### src/rtl/gbfw_pkg.sv
`default_nettype none
// ----------------------------------------------------------------------------
// gbfw_pkg
// Shared types and codes of the breadth-first graph walker.
// ----------------------------------------------------------------------------
package gbfw_pkg;

  // vertex fields are four bits wide, so a walk holds at most this many vertices
  localparam int unsigned VERT_SPAN = 16;
  localparam int unsigned VERT_W    = 4;
  localparam int unsigned QPTR_W    = 5;

  localparam logic [1:0] MODE_CLEAR = 2'd0;
  localparam logic [1:0] MODE_ADD   = 2'd1;
  localparam logic [1:0] MODE_RUN   = 2'd2;

  typedef logic [VERT_W-1:0] vertex_t;

  typedef enum logic [2:0] {
    ST_IDLE,
    ST_POP,
    ST_RD,
    ST_CHK,
    ST_FIN
  } walk_state_e;

endpackage
`default_nettype wire

### src/rtl/graph_breadth_first_walk_top.sv
`default_nettype none
// ----------------------------------------------------------------------------
// graph_breadth_first_walk_top
// Adjacency-list graph store with a breadth-first walker over it.
// Clear and add-edge requests are taken one per cycle.
// A run request queues the start vertex, then dequeues vertices one at a time and
// scans each list entry (neighbor memory read, then check); it closes on an empty
// queue with the last vertex out, held by any output stalls; the memory port sets the pace.
// Reset clears degrees, visited marks and queue pointers at once; no clearing pass.
// ----------------------------------------------------------------------------
module graph_breadth_first_walk_top #(
  parameter int unsigned VERTICES   = 16,
  parameter int unsigned MAX_DEGREE = 16
) (
  input  wire logic       clk_i,
  input  wire logic       rst_ni,
  input  wire logic       s_axis_tvalid,
  output logic            s_axis_tready,
  input  wire logic [7:0] s_axis_tdata,   // source_vertex[3:0], target_vertex[7:4]
  input  wire logic [1:0] s_axis_tuser,   // mode[1:0]
  output logic            m_axis_tvalid,
  input  wire logic       m_axis_tready,
  output logic [7:0]      m_axis_tdata,   // visited_vertex[3:0], zero[7:4]
  output logic            m_axis_tlast    // last
);
  import gbfw_pkg::*;

  localparam int unsigned Rows   = (VERTICES < VERT_SPAN) ? VERTICES : VERT_SPAN;
  localparam int unsigned Depth  = Rows * MAX_DEGREE;
  localparam int unsigned AddrW  = (Depth > 1) ? $clog2(Depth) : 1;
  localparam int unsigned DegW   = $clog2(MAX_DEGREE + 1);

  // neighbor memory
  vertex_t              nbr_mem [Depth];
  vertex_t              rdata_q;
  logic                 mem_we, mem_re;
  logic [AddrW-1:0]     mem_waddr, mem_raddr;
  vertex_t              mem_wdata;

  // per-vertex degree and walk queue
  logic [DegW-1:0]      degree_q [VERT_SPAN];
  vertex_t              queue_q  [VERT_SPAN];
  logic                 deg_we, deg_clr;
  vertex_t              deg_waddr;
  logic [DegW-1:0]      deg_wdata;
  logic                 q_we;
  logic [VERT_W-1:0]    q_waddr;
  vertex_t              q_wdata;

  walk_state_e          state_q, state_d;
  logic [QPTR_W-1:0]    head_q, head_d, tail_q, tail_d;
  logic [DegW-1:0]      k_q, k_d, deg_q, deg_d;
  vertex_t              vert_q, vert_d, pend_q, pend_d;
  logic [VERT_SPAN-1:0] visited_q, visited_d;

  logic                 out_valid_q, out_last_q;
  vertex_t              out_vertex_q;
  logic                 out_push, out_push_last, out_free;

  vertex_t              in_src, in_dst;
  logic                 in_ack;

  assign in_src        = s_axis_tdata[3:0];
  assign in_dst        = s_axis_tdata[7:4];
  assign s_axis_tready = (state_q == ST_IDLE);
  assign in_ack        = s_axis_tvalid && s_axis_tready;
  assign out_free      = !out_valid_q || m_axis_tready;

  assign m_axis_tvalid = out_valid_q;
  assign m_axis_tdata  = {4'b0000, out_vertex_q};
  assign m_axis_tlast  = out_last_q;

  always_comb begin
    vertex_t         w;
    vertex_t         v;
    logic            fresh;
    logic [DegW-1:0] src_deg;
    logic [DegW-1:0] k_inc;

    state_d       = state_q;
    head_d        = head_q;
    tail_d        = tail_q;
    k_d           = k_q;
    deg_d         = deg_q;
    vert_d        = vert_q;
    pend_d        = pend_q;
    visited_d     = visited_q;
    mem_we        = 1'b0;
    mem_waddr     = '0;
    mem_wdata     = in_dst;
    mem_re        = 1'b0;
    mem_raddr     = AddrW'(32'(vert_q) * MAX_DEGREE + 32'(k_q));
    deg_we        = 1'b0;
    deg_clr       = 1'b0;
    src_deg       = degree_q[in_src];
    deg_waddr     = in_src;
    deg_wdata     = src_deg + 1'b1;
    q_we          = 1'b0;
    q_waddr       = tail_q[VERT_W-1:0];
    q_wdata       = in_src;
    out_push      = 1'b0;
    out_push_last = 1'b0;
    w             = rdata_q;
    v             = queue_q[head_q[VERT_W-1:0]];
    fresh         = (32'(w) < VERTICES) && !visited_q[w];
    k_inc         = k_q + 1'b1;

    case (state_q)
      ST_IDLE: begin
        if (in_ack) begin
          case (s_axis_tuser)
            MODE_CLEAR: deg_clr = 1'b1;
            MODE_ADD: begin
              if ((32'(in_src) < VERTICES) && (32'(in_dst) < VERTICES) &&
                  (32'(src_deg) < MAX_DEGREE)) begin
                mem_we    = 1'b1;
                mem_waddr = AddrW'(32'(in_src) * MAX_DEGREE + 32'(src_deg));
                deg_we    = 1'b1;
              end
            end
            MODE_RUN: begin
              if (32'(in_src) < VERTICES) begin
                visited_d         = '0;
                visited_d[in_src] = 1'b1;
                q_we              = 1'b1;
                q_waddr           = '0;
                head_d            = '0;
                tail_d            = QPTR_W'(1);
                pend_d            = in_src;
                state_d           = ST_POP;
              end
            end
            default: ;
          endcase
        end
      end
      ST_POP: begin
        if (head_q == tail_q) begin
          state_d = ST_FIN;
        end else begin
          head_d = head_q + 1'b1;
          if (degree_q[v] != '0) begin
            vert_d  = v;
            deg_d   = degree_q[v];
            k_d     = '0;
            state_d = ST_RD;
          end
        end
      end
      ST_RD: begin
        mem_re  = 1'b1;
        state_d = ST_CHK;
      end
      ST_CHK: begin
        // hold the read data until the pending vertex can move out
        if (!(fresh && !out_free)) begin
          if (fresh) begin
            out_push     = 1'b1;
            pend_d       = w;
            visited_d[w] = 1'b1;
            if (!tail_q[QPTR_W-1]) begin
              q_we    = 1'b1;
              q_wdata = w;
              tail_d  = tail_q + 1'b1;
            end
          end
          if (k_inc == deg_q) begin
            state_d = ST_POP;
          end else begin
            k_d     = k_inc;
            state_d = ST_RD;
          end
        end
      end
      ST_FIN: begin
        if (out_free) begin
          out_push      = 1'b1;
          out_push_last = 1'b1;
          state_d       = ST_IDLE;
        end
      end
      default: state_d = ST_IDLE;
    endcase
  end

  always_ff @(posedge clk_i or negedge rst_ni) begin
    if (!rst_ni) begin
      state_q     <= ST_IDLE;
      head_q      <= '0;
      tail_q      <= '0;
      k_q         <= '0;
      deg_q       <= '0;
      visited_q   <= '0;
      out_valid_q <= 1'b0;
    end else begin
      state_q   <= state_d;
      head_q    <= head_d;
      tail_q    <= tail_d;
      k_q       <= k_d;
      deg_q     <= deg_d;
      visited_q <= visited_d;
      if (out_push) begin
        out_valid_q <= 1'b1;
      end else if (m_axis_tready) begin
        out_valid_q <= 1'b0;
      end
    end
  end

  always_ff @(posedge clk_i) begin
    vert_q <= vert_d;
    pend_q <= pend_d;
    if (out_push) begin
      out_vertex_q <= pend_q;
      out_last_q   <= out_push_last;
    end
  end

  always_ff @(posedge clk_i or negedge rst_ni) begin
    if (!rst_ni) begin
      for (int i = 0; i < VERT_SPAN; i++) begin
        degree_q[i] <= '0;
      end
    end else if (deg_clr) begin
      for (int i = 0; i < VERT_SPAN; i++) begin
        degree_q[i] <= '0;
      end
    end else if (deg_we) begin
      degree_q[deg_waddr] <= deg_wdata;
    end
  end

  always_ff @(posedge clk_i) begin
    if (q_we) begin
      queue_q[q_waddr] <= q_wdata;
    end
  end

  always_ff @(posedge clk_i) begin
    if (mem_we) begin
      nbr_mem[mem_waddr] <= mem_wdata;
    end
  end

  always_ff @(posedge clk_i) begin
    if (mem_re) begin
      rdata_q <= nbr_mem[mem_raddr];
    end
  end

endmodule
`default_nettype wire

### config.mk
export PLATFORM = sky130hd
export DESIGN_NAME = graph_breadth_first_walk_top
export DESIGN_NICKNAME = d
export VERILOG_FILES = /design/src/rtl/gbfw_pkg.sv /design/src/rtl/graph_breadth_first_walk_top.sv
export SDC_FILE = /design/constraint.sdc
export NUM_CORES = 1
export LEC_CHECK = 0
export BUFFER_PORTS_ARGS = -buffer_cell sky130_fd_sc_hd__buf_2
export CORE_ASPECT_RATIO = 0.8
export CORE_MARGIN = 2
export CORE_UTILIZATION = 53
export CTS_BUF_LIST = sky130_fd_sc_hd__clkbuf_2
export DETAILED_ROUTE_END_ITERATION = 10
export GPL_TIMING_DRIVEN = 0
export PLACE_DENSITY = 0.73
export SETUP_SLACK_MARGIN = 0.2
export SKIP_LAST_GASP = 1
export SYNTH_ARGS = -nofsm -noshare
export SYNTH_HDL_FRONTEND = slang
export SYNTH_SLANG_ARGS = --single-unit
### constraint.sdc
create_clock -name clk_i -period 11.1 [get_ports clk_i]
set_input_delay 2.22 -clock clk_i [delete_from_list [all_inputs] [get_ports clk_i]]
set_output_delay 2.22 -clock clk_i [all_outputs]
set_load 0.005 [all_outputs]
## After elaboration in Yosys (flattened, before gate mapping)

Memory sizes are Yosys's and may differ from the RTL's. A register that Yosys moved wholly into a read port is not among the register bits.
Cells that the tools add are included.
W data, S select, Z words.

- Reductions and logical operators: 23
- Order comparisons: 8
- Mux-type cells: 85
- Equal/unequal tests: 18
- Bitwise gates (word level): 4
- Add/subtract/negate cells: 6

Operators with widths:

| operator | number |
|---|---|
| $mux W80 | 2 |
| $mux W5 | 17 |
| $bwmux W80 | 1 |
| $mux W16 | 4 |
| $mux W4 | 11 |
| $bmux W5 S4 | 2 |
| $mux W8 | 4 |
| $pmux W16 S2 | 1 |
| $pmux W5 S2 | 3 |
| $mux W1 | 25 |
| $add A5 B1 Y5 const B | 4 |
| $demux W5 S4 | 1 |
| $mux W3 | 6 |
| $add A8 B5 Y8 | 2 |
| $or A16 B16 Y16 | 1 |
| $pmux W3 S5 | 1 |
| $reduce_and A5 Y1 | 3 |
| $ne A2 B2 Y1 const B | 7 |
| $eq A5 B5 Y1 | 2 |
| $ge A5 B5 Y1 const B | 2 |
| $lt A4 B5 Y1 const B | 2 |
| $not A4 Y5 | 2 |
| $reduce_bool A2 Y1 | 5 |
| $demux W1 S4 | 2 |
| other kinds (24) | 34 |

- Input port bits: 14
- Memories: 2
- Bits in writable memories: 1088
- Word-level logic and storage cells: 174
- Flip-flop bits (word level): 133

Memories:

| name | words | width | rd ports | clocked after Yosys merged registers in | wr ports | line | source |
|---|---|---|---|---|---|---|---|
| nbr_mem | 256 | 4 | 1 | 1 | 1 | graph_breadth_first_walk_top.sv:34 | `vertex_t nbr_mem [Depth];` |
| queue_q | 16 | 4 | 1 | 0 | 1 | graph_breadth_first_walk_top.sv:42 | `vertex_t queue_q [VERT_SPAN];` |

## Depth between registers and ports, before layout

- Depth after elaboration: 11
- Mapped depth: 15
- Depth with buffers taken out: 11

## Worst setup path before layout

No wires, ideal clock.

- Path kind: input to register
- Start: input s_axis_tdata[0]
- End: memory nbr_mem[209][0] (netlist name) (enable)
- Stages on the path: 9
- Arrival time: 5162 ps
- Slack: 5609 ps
- Setup time: 329 ps
- Cells stage by stage: buf_2 mux4_2 mux4_2 or3b_2 clkbuf_1 nor3_1 nand3_1 clkbuf_1 nor2_1

- Cells in the longest elaborated chain, start to end: 11
- Elaborated cells between the ends (all ways): 16
- Those cells by class: add/sub: 1; order compare: 1; mux: 13; bitwise: 1

RTL lines:

| element | line | source |
|---|---|---|
| from (decl) | graph_breadth_first_walk_top.sv:19 | `input wire logic [7:0] s_axis_tdata,` |
| $not A4 Y5 (implied by the code) | graph_breadth_first_walk_top.sv:95 | `src_deg = degree_q[in_src];` |
| $bmux W5 S4 | graph_breadth_first_walk_top.sv:95 |  |
| $mux W5 (implied by the code) (2 in a row) | graph_breadth_first_walk_top.sv:95 |  |
| $lt A5 B5 Y1 | graph_breadth_first_walk_top.sv:115 | `(32'(src_deg) < MAX_DEGREE)) begin` |
| $mux W1 | graph_breadth_first_walk_top.sv:114 | `if ((32'(in_src) < VERTICES) && (32'(in_dst) < VERTICES) &&` |
| $mux W1 | graph_breadth_first_walk_top.sv:111 | `case (s_axis_tuser)` |
| $mux W1 | graph_breadth_first_walk_top.sv:110 | `if (in_ack) begin` |
| $mux W1 | graph_breadth_first_walk_top.sv:108 | `case (state_q)` |
| $mux W1 | graph_breadth_first_walk_top.sv:240 | `if (mem_we) begin` |
| $mux W1 (implied by the code) | graph_breadth_first_walk_top.sv:241 | `nbr_mem[mem_waddr] <= mem_wdata;` |
| to (decl) | graph_breadth_first_walk_top.sv:34 |  |

Parallel ways exist; a longest one is shown, timed or not. The select of a mux whose other input is x is not followed.

## Worst setup path after layout

- Start: input s_axis_tdata[1]
- End: memory nbr_mem[134][3] (netlist name) (enable)

Same word-level chain as after synthesis.

==> impl_metrics.ini <==
[pwr]
clock_power_share_pct = 26.2
swShare_pct = 32.4
leakage_uw = 0.0174
ir_drop_v = 0.000107
powerDensity_nw_per_um2 = 204
power_frac_comb_pct = 26.8
p_int_uw = 7530
power.share.sequential_pct = 47.0
switchingPower_uw = 3620

[drt]
totalWireLength_um = 128000
drc_errors = 0
drt-pass1-iter-count = 6
routedWlPerCell_um = 28.8
drt-initial-drc-count = 4758
antenna_left = 0
vias = 28500
viasPerCell = 6.44

[sta]
report.final.setup_viol = 0
slew_violations = 0
tns_ns = 0
layout_min_cycle_time_ns = 7.13
slew_headroom_pct = 0.791
worstMarginPinSlew_ns = 1.49
hold_violations = 0
fin_crit_sh_pct = 64.3
fmax_mhz = 140
finalClockSkew_ns = 0.122
rsz0062_at_grt = no

[floorplanning]
die_y_um = 279
num_io_pins = 25
std_cell_rows = 100
die-area_um2 = 97000
start_util_pct = 53.6
die_w_um = 348
coreArea_um2 = 93300

[cts]
cts_buffer_depth = 4
clock_sinks = 1225
cts_buffers = 305
cts_hold_buf = 0
insertion_delay_ns = 1.59
post-cts-setup-buffers = 0
cts_tree = yes
cts_htree_levels = 5
clockRootBuffer = clkbuf_2
cts.clk_slew.worst_paths_ns = 0.11
cts_resized = 0

[run_status]
outcome = completed

[min_path]
hp-start = pend_q[3]$_DFFE_PP_
holdCritPathClass = flop to flop
holdPathStages = 0
holdPathEnd = out_vertex_q[3]$_DFFE_PP_

[setup_path]
r2r_end = nbr_mem[134][3]$_DFFE_PP_
crit_top_cell = clkbuf_1
crit_required_ns = 12.24
timing.rr.start = degree_q[24]$_DFFE_PN0P_
slowest_stage = nor3b_1
cp-end-kind = flop
reg2reg_depth = 8
max_stage_delay_ns = 1.24
critPathArrivalTime_ns = 8.28
cp-start-kind = input pin
ff2ff_setup_slack_ns = 5.10
path_class = input pin to flop
cp_cell_sequence = buf_2, clkbuf_1, mux4_2, mux4_2, or3b_2, clkbuf_1, nor3b_1, nand2_1, clkbuf_1, nor2_1
cp_max_fo = 10

[grt]
first_global_vias = 28300
grt_antenna_before_repair = 2
track_usage_pct = 26.7
overflow = 0
grt_max_degree = 168
grt_pass1_wl_um = 186000

[layout]
fin_nets = 3016
final_common_cell = edfxtp_1
final_cell_mix = 1,105 x edfxtp_1, 425 x clkbuf_2, 378 x mux4_2
syn_to_final_growth_pct = 8.89
final_area_um2 = 54500
drive_gt1_share_pct = 28.2
layoutNonFillerInstCount = 4421

[synth]
synth_warnings = 0
netlist_top_cells_area = edfxtp_1 66%, mux4_2 17%, dfrtp_1 6.0%, nor2_1 2.2%, o21ai_0 1.1%
synth_cells = 2658
synth_area_um2 = 50100
dominantRegCellSynth = edfxtp_1
ys_ff_latch = 1225
synthMuxAreaShare_pct = 18.2
synth_top_cell_area_share_pct = 66.3
synthSimpleGateAreaFrac_pct = 5.11
syn_avg_cell_area_um2 = 18.8
async_reset_ff_share_pct = 9.80
synth_top_family_by_area = multiplexers
yosysUniqueCellTypes = 62
synth_compound_area_share_pct = 2.46
synth_fa_ha_area_share_pct = 0.175
yosysSeqAreaShare_pct = 72.3
synth_edf_count = 1105
yosysTopAreaCell = edfxtp_1
synthXorXnorAreaFrac_pct = 0.367

[placement]
portBuffers = 19
place_area_um2 = 51900
placed_cells = 3910
place.gp.congestion = 0.936
hpwl_um = 84700

[run]
maxCapViolations = 0
-- metrics by stage --
step | total power [uW] | utilization [%] | setup WS [ns] | hold WS (ns)
final | 11100 | 58.4 | 3.97 | 0.409
after global routing | 11500 | 58.4 | 4.18 | 0.391
after CTS | 11100 | 58.4 | 4.32 | 0.343
after detailed placement | 8260 | 55.6 | 2.62 | 0.409
after global placement | 8210 | 55.4 | 2.73 | 0.411
after floorplan | 7230 | - | 5.61 | 0.400
-- cells by family after synthesis --
| logic type | Yosys count |
|---|---|
| xor+xnor | 21 |
| flops | 1225 |
| other cells | 1 |
| mux | 422 |
| fa+ha+maj | 7 |
| simple gates | 595 |
| compound gates | 207 |
| buf+inv | 180 |
-- registers in the layout, summed over array words and instances (netlist names), 5 cells and up --
register   flops
nbr_mem     1024
degree_q      80
queue_q       64
visited_q     16
deg_q          5
head_q         5
k_q            5
tail_q         5
-- worst max-delay path: cells and delay by family --
kind / cells / cell delay (ns)
AND/OR/NAND/NOR: 4 / 3.09
buffers and inverters: 4 / 1.93
multiplexers: 2 / 1.01
-- area by class of cell --
class                   count  area (um2)
diodes                      7        17.5
plain buffers             170         697
clock buffers             424        2120
clock inverters            78         464
fillers                  6887       38800
inverters                  10        37.5
multi-input cells        1256       13200
flip-flops and latches   1225       36200
well taps                1224        1530
repair buffers             27         299
-- how the worst max path moves through the flow --
stage	startpoint	to	slack, ns	cells after the start
after CTS	s_axis_tdata[1]	nbr_mem[248][3]$_DFFE_PP_	4.32	9
after global routing	s_axis_tdata[1]	nbr_mem[118][3]$_DFFE_PP_	4.18	10
after detailed placement	s_axis_tdata[1]	nbr_mem[204][3]$_DFFE_PP_	2.62	9
final	s_axis_tdata[1]	nbr_mem[134][3]$_DFFE_PP_	3.97	10
after global placement	s_axis_tdata[1]	nbr_mem[248][3]$_DFFE_PP_	2.73	9
after floorplan	s_axis_tdata[0]	nbr_mem[209][0]$_DFFE_PP_	5.61	9
-- metal layers --
layer | routed length [um] | vias to the layer above | global-route usage, %
li1 | - | 11600 | -
met1 | 50500 | 14600 | 39.7
met2 | 56000 | 2130 | 37.6
met3 | 17800 | 232 | 8.21
met4 | 3220 | 0 | 9.39
met5 | 0 | - | 0
-- synthesized netlist by cell type (3+ instances only) --
cell type	n
clkbuf_1	113
nor2b_1	9
nand2b_1	10
inv_2	3
nand3b_1	7
a221o_1	5
a31o_1	3
or2_2	6
xnor2_1	7
nor3_1	18
edfxtp_1	1105
and2_1	6
nand2_1	130
xor2_1	14
or4_1	5
mux4_2	378
inv_1	7
dfrtp_1	120
o21ai_0	110
ha_1	7
nor2_1	294
nand3_1	88
and3_1	4
nand4_1	3
a21oi_1	57
nor3b_1	6
mux4_1	6
mux2_2	8
mux2i_1	26
buf_2	13
buf_4	4
buf_1	37
a221oi_1	11
-- power groups by stage --
stage          Clock (uW)  Sequential, uW  Combinational (uW)
2_1_floorplan           0            5310                1920
3_3_place_gp            0            5350                2860
3_5_place_dp            0            5340                2920
4_1_cts              2960            5240                2930
5_1_grt              3190            5250                3100
6_report             2920            5240                2980
Power figures use the tool's default switching activity.
